## config.mk

```make
export PLATFORM = sky130hd
export DESIGN_NAME = protobuf_frame_parser
export DESIGN_NICKNAME = d
export VERILOG_FILES = /design/src/hdl/pfp_pkg.sv /design/src/hdl/protobuf_frame_parser.sv /design/src/hdl/pfp_out_fifo.sv
export SDC_FILE = /design/constraint.sdc
export NUM_CORES = 2
export LEC_CHECK = 0
export BUFFER_PORTS_ARGS = -buffer_cell sky130_fd_sc_hd__buf_4
export CORE_MARGIN = 5
export CORE_UTILIZATION = 38
export CTS_CLUSTER_DIAMETER = 200
export DETAILED_ROUTE_END_ITERATION = 10
export GPL_ROUTABILITY_DRIVEN = 1
export PLACE_DENSITY_LB_ADDON = 0.05
export SYNTH_ARGS = -nofsm -noshare
export SYNTH_HDL_FRONTEND = slang
export SYNTH_SLANG_ARGS = --single-unit
export TNS_END_PERCENT = 30
```

## constraint.sdc

```tcl
create_clock -name clk -period 13.3 [get_ports clk]
set_input_delay 0.665 -clock clk [delete_from_list [all_inputs] [get_ports clk]]
set_output_delay 0.665 -clock clk [all_outputs]
set_load 0.02 [all_outputs]
```

## src/hdl/pfp_pkg.sv

```systemverilog
// ----------------------------------------------------------------------------
// pfp_pkg: shared types and constants for the frame parser
// Phase codes, result kinds, error codes and the result record.
// ----------------------------------------------------------------------------
package pfp_pkg;

  localparam int MAX_HEADERS     = 8;
  localparam int KEY_BYTES       = 63;
  localparam int VALUE_BYTES     = 255;
  localparam int MAX_FRAME_BYTES = 65536;

  typedef enum logic [7:0] {
    OP_TAG       = 8'b0000_0001,
    OP_VALUE     = 8'b0000_0010,
    OP_SKIPVAR   = 8'b0000_0100,
    OP_LEN       = 8'b0000_1000,
    OP_SKIPBYTES = 8'b0001_0000,
    OP_HEADER    = 8'b0010_0000,
    OP_PAYLOAD   = 8'b0100_0000,
    OP_ERROR     = 8'b1000_0000
  } outer_phase_t;

  typedef enum logic [5:0] {
    HP_TAG       = 6'b00_0001,
    HP_LEN       = 6'b00_0010,
    HP_STR       = 6'b00_0100,
    HP_SKIPVAR   = 6'b00_1000,
    HP_SKIPBYTES = 6'b01_0000,
    HP_DEAD      = 6'b10_0000
  } header_phase_t;

  localparam logic [3:0] K_SEQ     = 4'd0;
  localparam logic [3:0] K_KEY     = 4'd4;
  localparam logic [3:0] K_VAL     = 4'd5;
  localparam logic [3:0] K_HDR_END = 4'd6;
  localparam logic [3:0] K_PAYLOAD = 4'd7;
  localparam logic [3:0] K_DONE    = 4'd8;
  localparam logic [3:0] K_ERROR   = 4'd9;

  localparam logic [1:0] E_NONE  = 2'd0;
  localparam logic [1:0] E_TRUNC = 2'd1;
  localparam logic [1:0] E_WIRE  = 2'd2;
  localparam logic [1:0] E_LONG  = 2'd3;

  typedef struct packed {
    logic [3:0]  kind;
    logic [63:0] value;
    logic [2:0]  header_index;
    logic [15:0] offset;
    logic [1:0]  error_code;
  } result_t;

  typedef struct packed {
    logic [1:0]  count;
    result_t     r0;
    result_t     r1;
    result_t     r2;
  } result_set_t;

endpackage

```

## src/hdl/protobuf_frame_parser.sv

```systemverilog
// ----------------------------------------------------------------------------
// protobuf_frame_parser: streaming protobuf wire format decoder
// Decodes one frame byte per cycle into seq/log/service/method, header
// key/value bytes, payload bytes and a final done or error event.
// ----------------------------------------------------------------------------
// Usage:
//   in_*  : one frame byte per request; in_tlast marks the frame's last byte.
//   out_* : result events, out_tlast on the last event caused by a byte.
//   Each accepted byte updates the parser state in that same cycle and
//   yields zero to three events, written into a small result queue.
//   Events are registered in the queue, reaching out_* after those ahead.
//   Throughput: one byte per cycle while in_tready is high; the parser state
//   update is a single registered step; the queue drains one event per cycle.
//   Bytes yielding up to three events can outrun the drain; in_tready drops
//   while the queue has fewer than three free slots.
//   A receiver stall holds the queue head; in_tready falls once it fills.
//   Reset (rst_n low, synchronous) empties the queue and returns the parser
//   to expecting a field tag with no latched error.
//   After a last byte the parser clears itself for the next frame.
// ----------------------------------------------------------------------------
module protobuf_frame_parser import pfp_pkg::*; (
  input  logic        clk,
  input  logic        rst_n,
  input  logic        in_tvalid,
  output logic        in_tready,
  input  logic [7:0]  in_tdata,   // [7:0] data_byte
  input  logic        in_tlast,   // last_byte
  output logic        out_tvalid,
  input  logic        out_tready,
  output logic [87:0] out_tdata,  // [63:0] value, [66:64] header_index,
                                  // [82:67] offset, [84:83] error_code, pad
  output logic [3:0]  out_tuser,  // kind
  output logic        out_tlast   // last
);

  outer_phase_t  op_r, op_nxt;
  header_phase_t hp_r, hp_nxt;
  logic [63:0] acc_r, acc_nxt;
  logic [3:0]  sh_r, sh_nxt;
  logic [31:0] fn_r, fn_nxt;
  logic [2:0]  wk_r, wk_nxt;
  logic [31:0] orem_r, orem_nxt;
  logic [31:0] hrem_r, hrem_nxt;
  logic [31:0] hf_r, hf_nxt;
  logic [31:0] srem_r, srem_nxt;
  logic [15:0] spos_r, spos_nxt;
  logic [15:0] hseen_r, hseen_nxt;
  logic [15:0] ppos_r, ppos_nxt;
  logic [1:0]  err_r, err_nxt;

  logic        accept, space;
  result_set_t rs;
  result_t     out_res;

  // varint step on the current byte
  logic [63:0] vacc;
  logic [5:0]  vsh;
  logic        vdone, vlong;
  logic [63:0] v;
  logic [31:0] hrem_dec;
  logic [7:0]  b;

  assign b      = in_tdata;
  assign accept = in_tvalid && in_tready;
  assign in_tready = space;

  always_comb begin
    vsh   = (sh_r <= 4'd9) ? 6'(7 * sh_r) : 6'd63;
    vacc  = acc_r | ({57'd0, b[6:0]} << vsh);
    vdone = !b[7];
    vlong = b[7] && (sh_r + 4'd1 >= 4'd10);
    v     = vacc;
  end

  function automatic result_t mk(logic [3:0] k, logic [63:0] val, logic [2:0] idx,
                                 logic [15:0] off, logic [1:0] e);
    result_t r;
    r.kind = k; r.value = val; r.header_index = idx; r.offset = off; r.error_code = e;
    return r;
  endfunction

  always_comb begin
    result_t ev [3];
    logic [1:0] n;
    logic hdone;
    op_nxt = op_r; hp_nxt = hp_r; acc_nxt = acc_r; sh_nxt = sh_r;
    fn_nxt = fn_r; wk_nxt = wk_r; orem_nxt = orem_r; hrem_nxt = hrem_r;
    hf_nxt = hf_r; srem_nxt = srem_r; spos_nxt = spos_r; hseen_nxt = hseen_r;
    ppos_nxt = ppos_r; err_nxt = err_r;
    ev[0] = '0; ev[1] = '0; ev[2] = '0; n = 2'd0; hdone = 1'b0;
    hrem_dec = hrem_r - 32'd1;

    // varint-using phases share accumulator update
    if (op_r == OP_TAG || op_r == OP_VALUE || op_r == OP_SKIPVAR || op_r == OP_LEN ||
        (op_r == OP_HEADER && hrem_r != 32'd0 &&
         (hp_r == HP_TAG || hp_r == HP_LEN || hp_r == HP_SKIPVAR))) begin
      if (vdone || vlong) begin
        acc_nxt = '0; sh_nxt = '0;
      end else begin
        acc_nxt = vacc; sh_nxt = sh_r + 4'd1;
      end
    end

    unique case (op_r)
      OP_TAG: begin
        if (vlong) begin
          if (err_r == E_NONE) err_nxt = E_LONG;
          op_nxt = OP_ERROR;
        end else if (vdone) begin
          fn_nxt = v[34:3]; wk_nxt = v[2:0];
          if (v[34:3] >= 32'd1 && v[34:3] <= 32'd4 && v[2:0] == 3'd0) op_nxt = OP_VALUE;
          else if (v[2:0] == 3'd0) op_nxt = OP_SKIPVAR;
          else if (v[2:0] == 3'd2) op_nxt = OP_LEN;
          else if (v[2:0] == 3'd1 || v[2:0] == 3'd5) begin
            orem_nxt = (v[2:0] == 3'd1) ? 32'd8 : 32'd4;
            op_nxt = OP_SKIPBYTES;
          end else begin
            if (err_r == E_NONE) err_nxt = E_WIRE;
            op_nxt = OP_ERROR;
          end
        end
      end
      OP_VALUE: begin
        if (vlong) begin
          if (err_r == E_NONE) err_nxt = E_LONG;
          op_nxt = OP_ERROR;
        end else if (vdone) begin
          ev[0] = mk(K_SEQ + {2'd0, fn_r[1:0] - 2'd1},
                     (fn_r >= 32'd3) ? {32'd0, v[31:0]} : v, 3'd0, 16'd0, E_NONE);
          n = 2'd1;
          op_nxt = OP_TAG;
        end
      end
      OP_SKIPVAR: begin
        if (vlong) begin
          if (err_r == E_NONE) err_nxt = E_LONG;
          op_nxt = OP_ERROR;
        end else if (vdone) op_nxt = OP_TAG;
      end
      OP_LEN: begin
        if (vlong) begin
          if (err_r == E_NONE) err_nxt = E_LONG;
          op_nxt = OP_ERROR;
        end else if (vdone) begin
          if (v > 64'(MAX_FRAME_BYTES)) begin
            if (err_r == E_NONE) err_nxt = E_TRUNC;
            op_nxt = OP_ERROR;
          end else if (fn_r == 32'd5 && hseen_r < 16'(MAX_HEADERS)) begin
            hp_nxt = HP_TAG;
            if (v == 64'd0) hdone = 1'b1;
            else begin
              hrem_nxt = v[31:0]; op_nxt = OP_HEADER;
            end
          end else if (v == 64'd0) op_nxt = OP_TAG;
          else begin
            orem_nxt = v[31:0];
            if (fn_r == 32'd8) begin
              ppos_nxt = '0; op_nxt = OP_PAYLOAD;
            end else op_nxt = OP_SKIPBYTES;
          end
        end
      end
      OP_SKIPBYTES: begin
        if (orem_r > 32'd1) orem_nxt = orem_r - 32'd1;
        else begin
          orem_nxt = '0; op_nxt = OP_TAG;
        end
      end
      OP_PAYLOAD: begin
        ev[0] = mk(K_PAYLOAD, {56'd0, b}, 3'd0, ppos_r, E_NONE);
        n = 2'd1;
        if (ppos_r != 16'hFFFF) ppos_nxt = ppos_r + 16'd1;
        if (orem_r > 32'd1) orem_nxt = orem_r - 32'd1;
        else begin
          orem_nxt = '0; op_nxt = OP_TAG;
        end
      end
      OP_HEADER: begin
        if (hrem_r == 32'd0) hdone = 1'b1;
        else begin
          hrem_nxt = hrem_dec;
          unique case (hp_r)
            HP_TAG: begin
              if (vlong) hp_nxt = HP_DEAD;
              else if (vdone) begin
                hf_nxt = v[34:3]; wk_nxt = v[2:0];
                if (v[2:0] == 3'd2) hp_nxt = HP_LEN;
                else if (v[2:0] == 3'd0) hp_nxt = HP_SKIPVAR;
                else if (v[2:0] == 3'd1 || v[2:0] == 3'd5) begin
                  srem_nxt = (v[2:0] == 3'd1) ? 32'd8 : 32'd4;
                  hp_nxt = (((v[2:0] == 3'd1) ? 32'd8 : 32'd4) > hrem_dec) ?
                           HP_DEAD : HP_SKIPBYTES;
                end else hp_nxt = HP_DEAD;
              end
            end
            HP_LEN: begin
              if (vlong) hp_nxt = HP_DEAD;
              else if (vdone) begin
                if (v > {32'd0, hrem_dec}) hp_nxt = HP_DEAD;
                else begin
                  srem_nxt = v[31:0]; spos_nxt = '0;
                  hp_nxt = (v == 64'd0) ? HP_TAG : HP_STR;
                end
              end
            end
            HP_STR: begin
              if (hf_r == 32'd1 && spos_r < 16'(KEY_BYTES)) begin
                ev[0] = mk(K_KEY, {56'd0, b}, hseen_r[2:0], spos_r, E_NONE); n = 2'd1;
              end else if (hf_r == 32'd2 && spos_r < 16'(VALUE_BYTES)) begin
                ev[0] = mk(K_VAL, {56'd0, b}, hseen_r[2:0], spos_r, E_NONE); n = 2'd1;
              end
              if (spos_r != 16'hFFFF) spos_nxt = spos_r + 16'd1;
              srem_nxt = srem_r - 32'd1;
              if (srem_r == 32'd1) hp_nxt = HP_TAG;
            end
            HP_SKIPVAR: begin
              if (vlong) hp_nxt = HP_DEAD;
              else if (vdone) hp_nxt = HP_TAG;
            end
            HP_SKIPBYTES: begin
              if (srem_r > 32'd1) srem_nxt = srem_r - 32'd1;
              else begin
                srem_nxt = '0; hp_nxt = HP_TAG;
              end
            end
            HP_DEAD: ;
            default: ;
          endcase
          if (hrem_dec == 32'd0) hdone = 1'b1;
        end
      end
      OP_ERROR: ;
      default: ;
    endcase

    if (hdone) begin
      ev[n] = mk(K_HDR_END, 64'd0, hseen_r[2:0], 16'd0, E_NONE);
      n = n + 2'd1;
      if (hseen_r != 16'hFFFF) hseen_nxt = hseen_r + 16'd1;
      op_nxt = OP_TAG; hp_nxt = HP_TAG; acc_nxt = '0; sh_nxt = '0;
    end

    if (in_tlast) begin
      if (err_nxt != E_NONE) ev[n] = mk(K_ERROR, 64'd0, 3'd0, 16'd0, err_nxt);
      else if (op_nxt != OP_TAG || sh_nxt != 4'd0)
        ev[n] = mk(K_ERROR, 64'd0, 3'd0, 16'd0, E_TRUNC);
      else ev[n] = mk(K_DONE, 64'd0, 3'd0, 16'd0, E_NONE);
      n = n + 2'd1;
      op_nxt = OP_TAG; hp_nxt = HP_TAG; acc_nxt = '0; sh_nxt = '0;
      fn_nxt = '0; wk_nxt = '0; orem_nxt = '0; hrem_nxt = '0; hf_nxt = '0;
      srem_nxt = '0; spos_nxt = '0; hseen_nxt = '0; ppos_nxt = '0; err_nxt = E_NONE;
    end

    rs.count = n; rs.r0 = ev[0]; rs.r1 = ev[1]; rs.r2 = ev[2];
  end

  always_ff @(posedge clk) begin
    if (!rst_n) begin
      op_r <= OP_TAG; hp_r <= HP_TAG; acc_r <= '0; sh_r <= '0; fn_r <= '0;
      wk_r <= '0; orem_r <= '0; hrem_r <= '0; hf_r <= '0; srem_r <= '0;
      spos_r <= '0; hseen_r <= '0; ppos_r <= '0; err_r <= E_NONE;
    end else if (accept) begin
      op_r <= op_nxt; hp_r <= hp_nxt; acc_r <= acc_nxt; sh_r <= sh_nxt;
      fn_r <= fn_nxt; wk_r <= wk_nxt; orem_r <= orem_nxt; hrem_r <= hrem_nxt;
      hf_r <= hf_nxt; srem_r <= srem_nxt; spos_r <= spos_nxt;
      hseen_r <= hseen_nxt; ppos_r <= ppos_nxt; err_r <= err_nxt;
    end
  end

  pfp_out_fifo u_fifo (
    .clk       (clk),
    .rst_n     (rst_n),
    .push      (accept),
    .set_in    (rs),
    .space     (space),
    .out_valid (out_tvalid),
    .out_ready (out_tready),
    .out_res   (out_res),
    .out_last  (out_tlast)
  );

  assign out_tuser = out_res.kind;
  assign out_tdata = {3'd0, out_res.error_code, out_res.offset,
                      out_res.header_index, out_res.value};

  a_err_phase: assert property (@(posedge clk) disable iff (!rst_n)
    (err_r != E_NONE) |-> (op_r == OP_ERROR)) else $error("error latched outside error phase");
  a_last_clears: assert property (@(posedge clk) disable iff (!rst_n)
    (accept && in_tlast) |=> (op_r == OP_TAG && err_r == E_NONE && sh_r == 4'd0))
    else $error("frame end did not clear");
  a_shift: assert property (@(posedge clk) disable iff (!rst_n) sh_r <= 4'd9)
    else $error("varint shift overrun");

endmodule

```

## src/hdl/pfp_out_fifo.sv

```systemverilog
// ----------------------------------------------------------------------------
// pfp_out_fifo: result serializer
// Holds up to eight results and presents them one at a time; a new set is
// to be pushed only when it will fit (space); the block does not enforce it.
// ----------------------------------------------------------------------------
module pfp_out_fifo import pfp_pkg::*; (
  input  logic        clk,
  input  logic        rst_n,
  input  logic        push,
  input  result_set_t set_in,
  output logic        space,
  output logic        out_valid,
  input  logic        out_ready,
  output result_t     out_res,
  output logic        out_last
);

  result_t    mem_r [8];
  logic [7:0] lst_r;
  logic [2:0] rd_r, wr_r;
  logic [3:0] cnt_r;
  logic       pop;
  logic [3:0] cnt_nxt;

  assign out_valid = cnt_r != 4'd0;
  assign pop       = out_valid && out_ready;
  assign out_res   = mem_r[rd_r];
  assign out_last  = lst_r[rd_r];
  assign space     = cnt_r <= 4'd5;

  always_comb begin
    cnt_nxt = cnt_r - {3'd0, pop};
    if (push) cnt_nxt = cnt_nxt + {2'd0, set_in.count};
  end

  always_ff @(posedge clk) begin
    if (!rst_n) begin
      rd_r <= 3'd0; wr_r <= 3'd0; cnt_r <= 4'd0; lst_r <= 8'd0;
    end else begin
      if (pop) rd_r <= rd_r + 3'd1;
      cnt_r <= cnt_nxt;
      if (push) begin
        if (set_in.count >= 2'd1) begin
          mem_r[wr_r] <= set_in.r0; lst_r[wr_r] <= set_in.count == 2'd1;
        end
        if (set_in.count >= 2'd2) begin
          mem_r[wr_r+3'd1] <= set_in.r1; lst_r[wr_r+3'd1] <= set_in.count == 2'd2;
        end
        if (set_in.count == 2'd3) begin
          mem_r[wr_r+3'd2] <= set_in.r2; lst_r[wr_r+3'd2] <= 1'b1;
        end
        wr_r <= wr_r + {1'b0, set_in.count};
      end
    end
  end

  a_cnt_bound: assert property (@(posedge clk) disable iff (!rst_n) cnt_r <= 4'd8)
    else $error("result queue overflow");
  a_no_push_full: assert property (@(posedge clk) disable iff (!rst_n)
    push |-> cnt_r <= 4'd5) else $error("push without space");
  a_hold: assert property (@(posedge clk) disable iff (!rst_n)
    (out_valid && !out_ready) |=> out_valid) else $error("result dropped");

endmodule
```

# After elaboration in Yosys (flattened, before gate mapping)
# Memories as Yosys holds them, arrays and structs flattened. A register that Yosys moved wholly into a read port is not among the register bits.
# Index checks and enable logic that the tools add are counted.
word_totals:
  regBits: 310
  ram_bits: 712
  input_bits: 13
  out_inout_bits: 95
  wordCells: 391
  memories: 1
mem_list:
  columns: ["name", "words", "word_bits", "read_ports", "rd_clocked_by_memory_dff", "write_ports", "line", "rtl"]
  rows:
  - ["u_fifo.mem_r", 8, 89, 1, 1, 3, "pfp_out_fifo.sv:18", "result_t mem_r [8];"]
op_classes:
  addsub: 16
  multipliers: 1
  order_cmp: 27
  eq_ne: 65
  n_shift: 1
  mux: 195
  n_bitwise: 10
  reduce_logical: 58
ops:
  columns: ["cell", "count"]
  rows:
  - ["two-way mux 32 bit", 38]
  - ["two-way mux 267 bit", 4]
  - ["bitwise mux 267 bit", 2]
  - ["demux 89 bit (select 2 bit)", 2]
  - ["two-way mux 88 bit", 4]
  - ["two-way mux 64 bit", 5]
  - ["two-way mux 16 bit", 18]
  - ["AND 264 bit", 1]
  - ["NOT 264 bit", 1]
  - ["case mux 88 bit (3 select lines)", 1]
  - ["AND 258 bit", 1]
  - ["NOT 258 bit", 1]
  - ["two-way mux 8 bit", 23]
  - ["two-way mux 89 bit", 2]
  - ["two-way mux 87 bit", 2]
  - ["case mux 32 bit (4 select lines)", 1]
  - ["two-way mux 6 bit", 21]
  - ["case mux 32 bit (3 select lines)", 1]
  - ["subtractor 32 x 1 -> 32 bit, second input constant", 3]
  - ["== test 32 x 1 -> 1 bit, second input constant", 2]
  - ["> comparator 32 x 1 -> 1 bit, second input constant", 2]
  - ["> comparator 64 x 17 -> 1 bit, second input constant", 1]
  - ["> comparator 64 x 32 -> 1 bit", 1]
  - ["logical NOT 32 bit", 2]
  - ["other kinds (99)", 234]

# Depth between registers and ports, before layout
depth:
  word_depth: 25
  depth_mapped: 29
  mapped_depth_nobuf: 24

# Modules after synthesis
# From an unflattened synthesis, not the netlist that was laid out.
hier_totals:
  hier_cells: 7187
  area_unflattened_um2: 62468.7
by_module_without_submodules:
  columns: ["module", "instances", "cells_per_inst", "area_per_inst_um2", "seq_area_each_um2"]
  rows:
  - ["pfp_out_fifo", 1, 4584, 43534.3, 21800.9]
  - ["protobuf_frame_parser", 1, 2603, 18934.4, 5845.6]

# Worst setup path before layout
# Ideal clock, no wire load.
synth_path:
  kind: "reg-to-reg"
  startpoint: "register sh_r[2]"
  endpoint: "memory u_fifo.mem_r[7][0] (netlist name), enable pin"
  setup_ps: 560
  t_arrival_ps: 10031
  t_required_ps: 12740
  setup_slack_ps: 2709
  path_stages_with_launch: 23
  n_path_buf: 2
  period_less_slack_ps: 10591
  cell_sequence: "dfxtp_1 fa_1 ha_1 inv_1 fa_1 xnor2_1 nor2_1 nand4_1 o221ai_1 or3_1 or4_4 nor3_4 a41oi_1 buf_2 inv_1 ha_1 clkbuf_2 inv_1 mux2i_1 clkinv_1 a21oi_1 nand2_1 o211ai_1"
synth_rtl:
  columns: ["element", "line", "rtl"]
  rows:
  - ["start: declaration", "protobuf_frame_parser.sv:39", "logic [3:0] sh_r, sh_nxt;"]
  - ["start signal: assignment", "protobuf_frame_parser.sv:263", "op_r <= op_nxt; hp_r <= hp_nxt; acc_r <= acc_nxt; sh_r <= sh_nxt;"]
  - ["end: declaration", "pfp_out_fifo.sv:18", null]

==> results.yml <==
setup_path:
  worstPathArrival_ns: 10.50
  cp.required_ns: 13.65
  worstSetupPathType: "reg -> reg"
  end_kind: "flop"
  worstPathMaxFanout: 34
  start_kind: "flop"
synthesis:
  syn-cell-area_um2: 51100
  synth_top_area_share_pct: 41.8
  synth-async-reset-ratio_pct: 0
  synthDistinctLibCells: 111
  synth_top_flop_cell: "edfxtp_1"
  avgSynthCellArea_um2: 10.8
  synth_warnings: 0
  synth_edf_count: 712
  ys_ff_latch: 1025
  yosysTopAreaCell: "edfxtp_1"
  synthCells: 4733
  yosys-top-cells-area: "edfxtp_1, dfxtp_1, mux4_2"
  seq_area_frac_synth_pct: 54.1
sta:
  tns_ns: 0
  slew_headroom_pct: 20.5
  max_freq_mhz: 98.6
  finalSetupViolCount: 0
  fin_crit_sh_pct: 76.3
  drv_slew: 0
  rsz0062_at_grt: "no"
  fin_skew_ns: 0.0378
  whs_ns: 0.333
  finalHoldViolCount: 0
  period_needed_ns: 10.14
  tightest_slew_ns: 1.18
power:
  leakage_uw: 0.0211
  finalPower_uw: 8800
  vdd_ir_drop_max_mv: 0.105
  power.density_cell_area_nw_per_um2: 153
floorplan:
  num_rows: 134
  die_area_um2: 142000
  start_util_pct: 38.3
  num_io_pins: 108
  die_w_um: 377
  coreArea_um2: 134000
  die_y_um: 377
clocking:
  cts.path.max_buffers: 3
  clk_pin_slew_ns: 0.07
  hold_buffers: 0
  cts.sinks: 1025
  cts_inserted_buffers: 115
  clockRootBuffer: "clkbuf_16"
  postCtsSetupBuffers: 0
  clk-insertion-delay-late_ns: 0.75
  tritoncts: "built"
  ctsResizeCount: 0
  htree_levels: 3
cells_and_area:
  area_delta_synth_final_pct: 12.6
  register_area_um2: 27700
  fin_nets: 4821
  layout_common_cells: "nor2_1, edfxtp_1, nand2_1"
  multiInputGateArea_um2: 22100
  layout-drive-gt1-share_pct: 15.1
  final_common_cell: "nor2_1"
  fillCellCount: 12600
place:
  gp_congestion: 0.899
  port_buffers: 104
  place.detailed.hpwl_um: 110000
routing:
  vias_per_cell: 5.71
  wl_um: 172000
  drc_errors: 0
  drt-initial-drc-count: 3301
  drtAntennaViolNets: 0
  dr.pass1.iters: 6
  wl_per_cell_um: 26.1
  num_vias: 37773
worst_hold_path:
  min-delay-path-class: "in -> reg"
global_route:
  grt_max_degree: 103
  grt_pass1_vias: 37557
  grt_pass1_wl_um: 257000
  global_route.overflow_total: 0
  antenna_found_initial: 8
  grt.total_usage_pct: 23.9
status:
  status: "completed"
job:
  maxCapViolations: 0
[worst max-delay path: stages, from the launching register on]
cell and delay, ns:
dfxtp_1 0.94, clkinv_1 0.51, ha_1 1.00, nor2b_1 0.25, o21ai_0 0.12, o2111ai_2 0.38, o21ai_1 0.31, a21oi_1 0.88
nand4_1 0.30, nor4_1 0.50, a41oi_2 0.17, buf_4 0.26, inv_1 0.12, ha_1 0.33, inv_1 0.13, mux2i_1 0.14
buf_4 0.20, and3_1 0.45, nand2_1 0.41, nor3_1 0.74, or2_4 0.46, o21bai_4 0.45, buf_4 0.60
[worst paths after layout]
kind | start | endpoint | slack, ns | depth (start not counted)
setup reg to reg | sh_r[0]$_SDFFE_PN0P_ | u_fifo.mem_r[3][51]$_SDFFCE_PP0P_ | 3.16 | 22
setup / recovery | sh_r[0]$_SDFFE_PN0P_ | u_fifo.mem_r[3][51]$_SDFFCE_PP0P_ | 3.16 | 22
hold reg to reg | orem_r[11]$_SDFFE_PN0P_ | orem_r[11]$_SDFFE_PN0P_ | 0.46 | 2
hold / removal | out_tready | flop | 0.33 | 4
[state kept, by name (all words and copies together), names as in the netlist, 16 cells and up, named ones only]
name          cells
acc_r            64
fn_r             32
hf_r             32
hrem_r           32
hseen_r          16
orem_r           32
ppos_r           16
spos_r           16
srem_r           32
u_fifo.mem_r    712
[cell families after synthesis]
logic type	Yosys count	synth area share (%)
simple gates	2021	18.5
fa+ha+maj	73	1.87
buf+inv	415	3.17
compound gates	805	10.3
flops	1025	54.1
xor+xnor	105	1.80
other cells	1	0.00733
mux	288	10.3
[stage by stage]
stage                     instance area (um^2)  instances  worst slack (ns)  utilization (%)
after detailed placement                 53900       6386              3.45             40.3
after CTS                                57600       6605              3.38             43.1
after global routing                     57600       6605              2.50             43.1
after global placement                   53900       6386              3.62             40.3
after floorplan                          51100       4735              2.71                -
final                                    57600       6612              3.16             43.1
[Yosys cell counts, drive strengths merged, types with 12 or more instances]
| cell | count |
|---|---|
| dfxtp | 313 |
| nand4 | 38 |
| nor2 | 920 |
| o211ai | 19 |
| and2 | 52 |
| xnor2 | 68 |
| a2111oi | 33 |
| buf | 76 |
| a22oi | 12 |
| o31ai | 13 |
| nor2b | 152 |
| ha | 67 |
| mux2i | 15 |
| o21ai | 173 |
| nand2b | 18 |
| inv | 97 |
| o221ai | 14 |
| o21a | 16 |
| a31oi | 36 |
| edfxtp | 712 |
| a21o | 17 |
| mux2 | 93 |
| or3 | 16 |
| or2 | 16 |
| and3 | 41 |
| o22ai | 66 |
| a21oi | 246 |
| clkbuf | 240 |
| nor3 | 167 |
| a21boi | 67 |
| a211oi | 17 |
| nor4 | 61 |
| or4 | 17 |
| xor2 | 37 |
| nand3 | 133 |
| nand3b | 13 |
| nand2 | 320 |
| mux4 | 180 |
[power breakdown]
part / internal [uW] / switching [uW]
combinational: 878 / 1260
clock: 1800 / 1360
sequential: 3440 / 65.7
[area by class of cell]
type,count,share of cell area (%)
Clock buffer,156,5.48
Tap cell,1768,3.84
Antenna cell,7,0.0304
Timing Repair Buffer,199,2.69
Sequential cell,1025,48.0
Multi-Input combinational cell,3295,38.3
Inverter,99,0.645
Clock inverter,63,0.956
[metal layers]
| metal | vias up | routed length [um] | global-route usage [%] |
|---|---|---|---|
| li1 | 17356 | - | - |
| met1 | 19117 | 78100 | 33.9 |
| met2 | 1087 | 80100 | 38.7 |
| met3 | 211 | 9990 | 3.46 |
| met4 | 2 | 4300 | 6.44 |
| met5 | - | 13 | 0 |
Note: power is estimated with default switching activity, not from simulation.
